`src/rtl/core/mvlt_pkg.sv`:
```
package mvlt_pkg;

   localparam int TIMER_BITS = 24;
   localparam int CSR_ADDR_BITS = 5;
   localparam int CSR_DATA_BITS = 32;
   localparam int TIMEOUT_BITS = 24;

   typedef enum logic [1:0] {
      KIND_TICK    = 2'd0,
      KIND_COMMAND = 2'd1,
      KIND_SWITCH  = 2'd2,
      KIND_INIT    = 2'd3
   } kind_type;

   typedef enum logic [2:0] {
      REG_IN_INVERT     = 3'd0,
      REG_OUT_INVERT    = 3'd1,
      REG_NO_FEEDBACK   = 3'd2,
      REG_TIMEOUT_TICKS = 3'd3,
      REG_BOOT_MODE     = 3'd4
   } reg_index_type;

   localparam logic [1:0] POS_OPEN = 2'd1;
   localparam logic [1:0] POS_SHUT = 2'd2;

   localparam logic [1:0] BOOT_OPEN = 2'd1;
   localparam logic [1:0] BOOT_SHUT = 2'd2;

   localparam logic [TIMEOUT_BITS-1:0] TIMEOUT_RESET = TIMEOUT_BITS'(30000);

endpackage

```
`src/rtl/core/motor_valve_limit_timeout_ctrl.sv`:
```
// Motorized two-position valve controller. Each req transaction is one event (tick, open/shut
// command, limit switch change or initialize) and produces exactly one rsp transaction that
// reports the pin levels, measured and target position, the moving flag and whether this event
// ended a motion. Events are taken one per clock cycle while req_tready is high; the output
// register is loaded in the cycle after acceptance; req_tready is low only while it holds a
// result the sink has not taken. The whole event update is one pass of logic between the state
// registers and the output register. Configuration registers sit on the csr APB port at byte
// addresses 0x00 in_invert, 0x04 out_invert, 0x08 no_feedback, 0x0c timeout_ticks,
// 0x10 boot_mode, and are to be written only while no event is in flight.
module motor_valve_limit_timeout_ctrl (
   input  logic                                clock,
   input  logic                                reset,
   input  logic                                req_tvalid,
   output logic                                req_tready,
   // [0] command_open, [1] switch_sel, [2] switch_level, [3] open_level, [4] shut_level
   input  logic [7:0]                          req_tdata,
   // [1:0] kind
   input  logic [1:0]                          req_tuser,
   output logic                                rsp_tvalid,
   input  logic                                rsp_tready,
   // [0] power_pin, [1] open_pin, [3:2] position, [5:4] target, [6] moving, [7] status_report
   output logic [7:0]                          rsp_tdata,
   input  logic                                csr_psel,
   input  logic                                csr_penable,
   input  logic                                csr_pwrite,
   input  logic [mvlt_pkg::CSR_ADDR_BITS-1:0]  csr_paddr,
   input  logic [mvlt_pkg::CSR_DATA_BITS-1:0]  csr_pwdata,
   output logic [mvlt_pkg::CSR_DATA_BITS-1:0]  csr_prdata,
   output logic                                csr_pready
);
   import mvlt_pkg::*;

   logic                     in_invert_ff, out_invert_ff, no_feedback_ff;
   logic [TIMEOUT_BITS-1:0]  timeout_ff;
   logic [1:0]               boot_mode_ff;

   logic [1:0]               pos_ff, pos_in;
   logic [1:0]               tgt_ff, tgt_in;
   logic                     run_ff, run_in;
   logic [TIMER_BITS-1:0]    rem_ff, rem_in;
   logic                     power_ff, power_in;
   logic                     dir_ff, dir_in;
   logic                     report;

   logic                     rsp_valid_ff;
   logic [7:0]               rsp_data_ff;

   logic                     req_fire, csr_write;
   reg_index_type            csr_index;
   kind_type                 kind;
   logic                     cmd_open, sw_sel, sw_level, open_lv, shut_lv;
   logic [1:0]               sw_bit, sampled;

   assign csr_pready = 1'b1;
   assign csr_write  = csr_psel & csr_penable & csr_pwrite & csr_pready;
   assign csr_index  = reg_index_type'(csr_paddr[CSR_ADDR_BITS-1:2]);

   always_comb begin
      csr_prdata = '0;
      case (csr_index)
         REG_IN_INVERT:     csr_prdata[0] = in_invert_ff;
         REG_OUT_INVERT:    csr_prdata[0] = out_invert_ff;
         REG_NO_FEEDBACK:   csr_prdata[0] = no_feedback_ff;
         REG_TIMEOUT_TICKS: csr_prdata[TIMEOUT_BITS-1:0] = timeout_ff;
         REG_BOOT_MODE:     csr_prdata[1:0] = boot_mode_ff;
         default:           csr_prdata = '0;
      endcase
   end

   always_ff @(posedge clock) begin
      if (reset) begin
         in_invert_ff   <= 1'b0;
         out_invert_ff  <= 1'b0;
         no_feedback_ff <= 1'b0;
         timeout_ff     <= TIMEOUT_RESET;
         boot_mode_ff   <= 2'd0;
      end else if (csr_write) begin
         case (csr_index)
            REG_IN_INVERT:     in_invert_ff   <= csr_pwdata[0];
            REG_OUT_INVERT:    out_invert_ff  <= csr_pwdata[0];
            REG_NO_FEEDBACK:   no_feedback_ff <= csr_pwdata[0];
            REG_TIMEOUT_TICKS: timeout_ff     <= csr_pwdata[TIMEOUT_BITS-1:0];
            REG_BOOT_MODE:     boot_mode_ff   <= csr_pwdata[1:0];
            default: ;
         endcase
      end
   end

   assign req_tready = ~rsp_valid_ff | rsp_tready;
   assign req_fire   = req_tvalid & req_tready;

   assign kind     = kind_type'(req_tuser);
   assign cmd_open = req_tdata[0];
   assign sw_sel   = req_tdata[1];
   assign sw_level = req_tdata[2];
   assign open_lv  = req_tdata[3];
   assign shut_lv  = req_tdata[4];
   assign sw_bit   = sw_sel ? POS_SHUT : POS_OPEN;
   assign sampled  = {shut_lv ^ in_invert_ff, open_lv ^ in_invert_ff};

   always_comb begin
      pos_in   = pos_ff;
      tgt_in   = tgt_ff;
      run_in   = run_ff;
      rem_in   = rem_ff;
      power_in = power_ff;
      dir_in   = dir_ff;
      report   = 1'b0;
      case (kind)
         KIND_TICK: begin
            if (run_ff) begin
               if (rem_ff <= TIMER_BITS'(1)) begin
                  report = 1'b1;
               end else begin
                  rem_in = rem_ff - TIMER_BITS'(1);
               end
            end
         end
         KIND_COMMAND: begin
            tgt_in = cmd_open ? POS_OPEN : POS_SHUT;
         end
         KIND_SWITCH: begin
            if (!no_feedback_ff) begin
               if (sw_level ^ in_invert_ff) pos_in = pos_ff | sw_bit;
               else                         pos_in = pos_ff & ~sw_bit;
               report = run_ff && (pos_in == tgt_ff);
            end
         end
         KIND_INIT: begin
            if (!no_feedback_ff) begin
               pos_in = sampled;
               tgt_in = sampled;
            end
            if (boot_mode_ff == BOOT_OPEN) tgt_in = POS_OPEN;
            else if (boot_mode_ff == BOOT_SHUT) tgt_in = POS_SHUT;
         end
         default: ;
      endcase

      // start of a motion: command, or initialize with a boot command
      if (kind == KIND_COMMAND ||
          (kind == KIND_INIT && (boot_mode_ff == BOOT_OPEN || boot_mode_ff == BOOT_SHUT))) begin
         rem_in   = TIMER_BITS'(timeout_ff);
         run_in   = 1'b1;
         power_in = 1'b1;
         dir_in   = (tgt_in == POS_OPEN);
      end

      if (report) begin
         run_in   = 1'b0;
         rem_in   = '0;
         power_in = 1'b0;
         dir_in   = 1'b0;
         if (no_feedback_ff) pos_in = tgt_ff;
      end
   end

   always_ff @(posedge clock) begin
      if (reset) begin
         pos_ff       <= 2'd0;
         tgt_ff       <= 2'd0;
         run_ff       <= 1'b0;
         rem_ff       <= '0;
         power_ff     <= 1'b0;
         dir_ff       <= 1'b0;
         rsp_valid_ff <= 1'b0;
      end else begin
         if (req_fire) begin
            pos_ff   <= pos_in;
            tgt_ff   <= tgt_in;
            run_ff   <= run_in;
            rem_ff   <= rem_in;
            power_ff <= power_in;
            dir_ff   <= dir_in;
         end
         if (req_fire)       rsp_valid_ff <= 1'b1;
         else if (rsp_tready) rsp_valid_ff <= 1'b0;
      end
   end

   always_ff @(posedge clock) begin
      if (req_fire) begin
         rsp_data_ff <= {report, run_in, tgt_in, pos_in,
                         dir_in ^ out_invert_ff, power_in ^ out_invert_ff};
      end
   end

   assign rsp_tvalid = rsp_valid_ff;
   assign rsp_tdata  = rsp_data_ff;

endmodule

```
`config.mk`:
```
export PLATFORM = sky130hd
export DESIGN_NAME = motor_valve_limit_timeout_ctrl
export DESIGN_NICKNAME = d
export VERILOG_FILES = /design/src/rtl/core/mvlt_pkg.sv /design/src/rtl/core/motor_valve_limit_timeout_ctrl.sv
export SDC_FILE = /design/constraint.sdc
export NUM_CORES = 1
export LEC_CHECK = 0
export BUFFER_PORTS_ARGS = -buffer_cell sky130_fd_sc_hd__buf_2
export CORE_MARGIN = 2
export CORE_UTILIZATION = 58
export DETAILED_ROUTE_END_ITERATION = 7
export GPL_TIMING_DRIVEN = 0
export PLACE_DENSITY = 0.95
export SYNTH_ARGS = -nofsm -noshare
export SYNTH_HDL_FRONTEND = slang
export SYNTH_SLANG_ARGS = --single-unit
```
`constraint.sdc`:
```
create_clock -name clock -period 5.19 [get_ports clock]
set_input_delay 0.519 -clock clock [delete_from_list [all_inputs] [get_ports clock]]
set_output_delay 0.519 -clock clock [all_outputs]
set_load 0.05 [all_outputs]
```
# Word-level counts from Yosys, hierarchy flattened
# Index checks and enable logic that the tools add are counted.
[word_totals]
input_bits = 54
ff_bits = 69
wordCells = 89
[op_classes]
add_sub_neg = 1
n_lt_le_gt_ge = 1
reduce_logical = 15
n_mux = 34
bitwise_logic = 13
eq_ne = 12
[ops]
columns = ["operator", "n"]
rows = [
  ["2-to-1 mux 24 bit", 5],
  ["less-or-equal comparator 24 x 1 -> 1 bit (second input constant)", 1],
  ["2-to-1 mux 2 bit", 12],
  ["subtractor 24 x 1 -> 24 bit (second input constant)", 1],
  ["2-to-1 mux 22 bit", 1],
  ["2-to-1 mux 1 bit", 11],
  ["AND reduction 2 bit", 5],
  ["case mux 2 bit (2 select lines)", 2],
  ["equality test 2 x 1 -> 1 bit (second input constant)", 3],
  ["equality test 2 bit (second input constant)", 3],
  ["equality test 3 x 2 -> 1 bit (second input constant)", 2],
  ["nonzero test 3 bit", 2],
  ["case mux 1 bit (5 select lines)", 1],
  ["bitwise XOR 1 bit", 5],
  ["case mux 1 bit (2 select lines)", 2],
  ["AND reduction 4 bit", 1],
  ["AND 1 bit", 3],
  ["equality test 3 x 1 -> 1 bit (second input constant)", 1],
  ["equality test 3 bit (second input constant)", 1],
  ["logical NOT 3 bit", 1],
  ["inequality test 3 x 2 -> 1 bit (second input constant)", 1],
  ["AND 2 bit", 1],
  ["equality test 2 bit", 1],
  ["logical AND 1 bit", 2],
  ["other kinds (7)", 8],
]

# Depth between registers and ports, before layout
[depth]
depth_word = 12
depth_mapped = 9
ltp_nobuf = 8

# Least setup slack after synthesis
# Ideal clock, no wire load.
[synth_timing]
path_type = "input port to output port"
startpoint = "in csr_paddr[2] (netlist name)"
endpoint = "out csr_prdata[0] (netlist name)"
n_path_buf = 2
path_stages = 3
setup_slack_ps = 2706
t_required_ps = 4671
arrival_ps = 1965
path_cell_list = "clkbuf_1 -> clkbuf_1 -> o21ai_0"
[synth_via]
elab_chain_cells = 2
word_cells_on_any_way = 6
classes_between = "eq/ne (4); mux (1); reduce/logical (1)"
[synth_rtl]
columns = ["element", "line_no", "text"]
rows = [
  ["start: declaration", "motor_valve_limit_timeout_ctrl.sv:26", "input logic [mvlt_pkg::CSR_ADDR_BITS-1:0] csr_paddr,"],
  ["equality test 3 bit, or another cell as far along", "motor_valve_limit_timeout_ctrl.sv:60", "case (csr_index)"],
  ["case mux 1 bit (5 select lines) (*)", "motor_valve_limit_timeout_ctrl.sv:60", ""],
  ["end: declaration", "motor_valve_limit_timeout_ctrl.sv:28", "output logic [mvlt_pkg::CSR_DATA_BITS-1:0] csr_prdata,"],
]
# Every way passes the cells marked *; elsewhere a longest branch is shown, timed or not.

# Final worst setup path
[layout_timing]
startpoint = "in csr_paddr[3] (netlist name)"
endpoint = "out csr_prdata[4] (netlist name)"
[layout_via]
elab_chain_cells = 2
[layout_rtl]
columns = ["element", "line_no"]
rows = [
  ["equality test 3 x 2 -> 1 bit", "motor_valve_limit_timeout_ctrl.sv:60"],
  ["2-to-1 mux 22 bit", "motor_valve_limit_timeout_ctrl.sv:60"],
]
# No other way between the ends.

==> PnR_summary.wiki <==
{| class="wikitable"
! Metric !! Value
|-
| Number of cells in the finished layout apart from fillers || roughly 660
|-
| Largest buffer count on any clock path || 2
|-
| MaxCap Viol Count || 0
|-
| Syn. warnings || 0
|-
| Area taken by flip-flops and latches || 0.00146 mm^2
|-
| Latest clock arrival within the worst-skew pair || 350 ps
|-
| FP Rows || 30
|-
| Die area || 0.00764 mm^2
|-
| Unrepaired setup endpoints after global routing || no
|-
| Final total negative setup slack || 0 ps
|-
| Ant diodes || 0
|-
| Via count of the first global-routing pass || 3917
|-
| Number of primary I/O pins || 97
|-
| Post-detailed-route count of antenna-violating nets || 0
|-
| Global-route wire length before repair || 19000 um
|-
| Overall fraction of global-route tracks in use || 0.316
|-
| # nets final || around 640
|-
| Number of inserted filler cells in the final layout || 539
|-
| Pwr per Cell Area || between 200 and 300 mW/mm^2
|-
| Synth Flop Type || dfxtp_1
|-
| Synth top area cells || dfxtp_1 30%, nand2_1 6.2%, edfxtp_1 6.0%
|-
| Cell depth of the worst hold path || 3
|-
| Number of cells upsized or downsized after cts || 0
|-
| P&R area growth vs syn || 16.5%
|-
| Result of the run || complete, no violations
|-
| Register bit total from synthesis || 69
|-
| TritonCTS sink count || 69
|-
| Placer's final routability congestion estimate || approximately 1.0
|-
| Detailed Route Iter0 Violations || 601
|-
| Ordered cell list for the critical path || buf_2 > nor2b_1 > clkbuf_1 > and3_1 > buf_2
|-
| Hold-fix buffers at CTS || 0
|-
| CTS tree || done
|-
| Largest stage delay, worst path || 490 ps
|-
| Share of layout cells above drive strength 1 || 0.231
|-
| Clock buffers created by TritonCTS || 9
|-
| Logic depth of the worst setup path including buffers || 5
|-
| Fin. max-slew vios || 0
|-
| Area share of the largest cell type after synthesis || 0.303
|-
| Total Wirelength || between 10000 and 15000 um
|-
| Core Region || 0.00676 mm^2
|-
| HPWL after detailed placement || 8490 um
|-
| Slew @ Worst Pin || 705 ps
|-
| Headroom to the max-slew limit || 0.528
|-
| GRT overflow || 0
|-
| Dominant cell by count in the synthesized netlist || nand2_1
|-
| Number of flops mapped to enable cells by yosys || 8
|-
| Average wire per standard cell || 17.8 um
|-
| Largest net degree at the start of global routing || 14
|-
| Horiz. Die Dim || between 80 and 90 um
|-
| Period utilization || 0.493
|-
| Crit path arrival time || 2040 ps
|-
| Critical path's most frequent cell || buf_2
|-
| Post-route minimum period || around 2600 ps
|-
| Worst-case reg-to-reg path depth || 7
|-
| Post-route clock skew || 9.81 ps
|-
| Hold violation count in the final report || 0
|-
| Top post-synthesis cells by count || 67 x nand2_1, 61 x dfxtp_1, 48 x nor2_1, 39 x a21oi_1, 22 x and3_1
|-
| WP data required || 4670 ps
|-
| Root Buffer Master || clkbuf_8
|-
| Biggest area consumer among synthesized cells || dfxtp_1
|-
| Cells after synthesis || 490
|-
| CP bufs+invs || 3
|-
| Post CTS Setup Buffer Count || 0
|-
| Worst vdd ir || 0.209 mV
|-
| Kind of capture point of the worst setup path || output port
|-
| Number of levels the H-tree was split into || 3
|-
| Library cell contributing the largest single delay on the critical path || nor2b_1
|-
| Count of final setup violators || 0
|-
| Floorplan die height || 87.4 um
|-
| Multi-input logic area || 0.00232 mm^2
|-
| Sequential cell area fraction in the yosys report || 0.362
|-
| Leak || between 2 and 2.5 nW
|-
| R2R setup slack || 2680 ps
|-
| Post-synth ARST share || 0
|-
| Post-detailed-route via-to-cell ratio || 6.38
|-
| Number of buffers added on ports || 71
|-
| Maximum fanout along the worst path || 10
|-
| Syn avg cell area || around 8.2 um^2
|-
| DP Cell Count || roughly 650
|-
| Fmax || 391 MHz
|-
| Initial cell density of the core || 0.597
|-
| Synth cell types || 75
|-
| DRC violation count after routing || 0
|-
| Path category of the worst min-delay check || in -> reg
|-
| Pre-Repair DR Iteration Count || 6
|-
| Post-Syn Area || 0.00404 mm^2
|-
| Crit Path Category || in -> out
|-
| Count of vias placed by the detailed router || 4239
|-
| CP delay by family, top || buffers and inverters
|-
| Critical path startpoint category || input pin
|-
| Number of antenna violations at the first check in global routing || 0
|-
| Clock transition at the register clock pins on the worst setup and hold paths after CTS || 70 ps
|}
==> final timing paths <==
path	startpoint	endpoint
max	csr_paddr[3]	csr_prdata[4]
min	csr_pwdata[10]	timeout_ff[10]$_SDFFE_PP1P_
max reg2reg	boot_mode_ff[0]$_SDFFE_PP0P_	rem_ff[0]$_SDFFE_PP0P_
min reg2reg	power_ff$_SDFFE_PP0P_	power_ff$_SDFFE_PP0P_
==> flip-flops by register name, indices dropped and copies added (netlist names) <==
register / flops
out_invert_ff: 1
tgt_ff: 2
run_ff: 1
rsp_tdata: 8
power_ff: 1
in_invert_ff: 1
rem_ff: 24
no_feedback_ff: 1
pos_ff: 2
boot_mode_ff: 2
rsp_tvalid: 1
timeout_ff: 24
dir_ff: 1
==> per-layer routing <==
layer	global-route usage	up-vias	share of wire
met1	0.415	1928	0.39
met2	0.497	309	0.45
met4	0.131	0	0.034
met3	0.0777	47	0.12
li1	-	1955	-
met5	0	-	0
==> worst register-to-register path, delay by kind of cell, from the launching register on <==
kind / cells / cell delay [ps]
AOI/OAI and AO/OA: 3 / 650
adders and majority gates: 1 / 330
buffers and inverters: 3 / 1040
DFF: 1 / 400
==> placed cells by master (no fill, tap or decap), types with 4 or more instances in the layout <==
cell	netlist	routed
nand2_1	67	67
nand2b_1	7	7
mux2i_1	7	7
conb_1	2	9
nor3_2	4	4
a211oi_1	8	8
o22ai_1	10	10
nor4_1	13	13
nor2_1	48	48
nor3_1	12	12
buf_4	9	9
dfxtp_1	61	61
ha_1	4	4
nor2b_1	4	4
clkbuf_8	0	11
a21oi_1	39	39
o2bb2ai_1	11	11
clkbuf_1	17	17
nand4_1	5	5
nor3b_1	4	4
nand3_1	19	19
and3_1	22	22
buf_2	9	80
edfxtp_1	8	8
xor2_1	6	6
inv_1	13	13
==> stage by stage <==
stage / utilization / total power [mW] / worst slack [ps] / cell area [um^2] / hold WS, ps
after global placement: 0.669 / 0.931 / 2800 / 4520 / 450
final: 0.696 / 1.35 / 2630 / 4700 / 381
after floorplan: - / 0.859 / 2710 / 4060 / 441
after CTS: 0.696 / 1.34 / 2680 / 4700 / 379
after global routing: 0.696 / 1.41 / 2490 / 4700 / 370
after detailed placement: 0.669 / 0.942 / 2700 / 4520 / 462
==> cell families after synthesis <==
group                    Yosys count  synth area share
adder cells (fa/ha/maj)            4            0.0124
buffers and inverters             56            0.0691
multiplexers                       8            0.0211
AND/OR/NAND/NOR                  225             0.298
AO/OA/AOI/OAI                    117             0.214
other                              2           0.00186
flip-flops                        69             0.362
XOR/XNOR                           9            0.0214
==> final cells by class <==
class,instances,area share
multi-input combinational,372,0.494
inverter,14,0.0112
clock inverter,5,0.00692
clock buffer,11,0.0322
timing repair buffer,71,0.0756
tap,80,0.0213
buffer,42,0.0482
sequential,69,0.311
==> report_power, final <==
part | total, mW | leakage (nW) | internal, mW | switching (mW)
Sequential | 0.584 | 0.575 | 0.562 | 0.0222
Combinational | 0.362 | 1.37 | 0.125 | 0.236
Clock | 0.408 | 0.0960 | 0.200 | 0.208
Power figures use the tool's default switching activity.
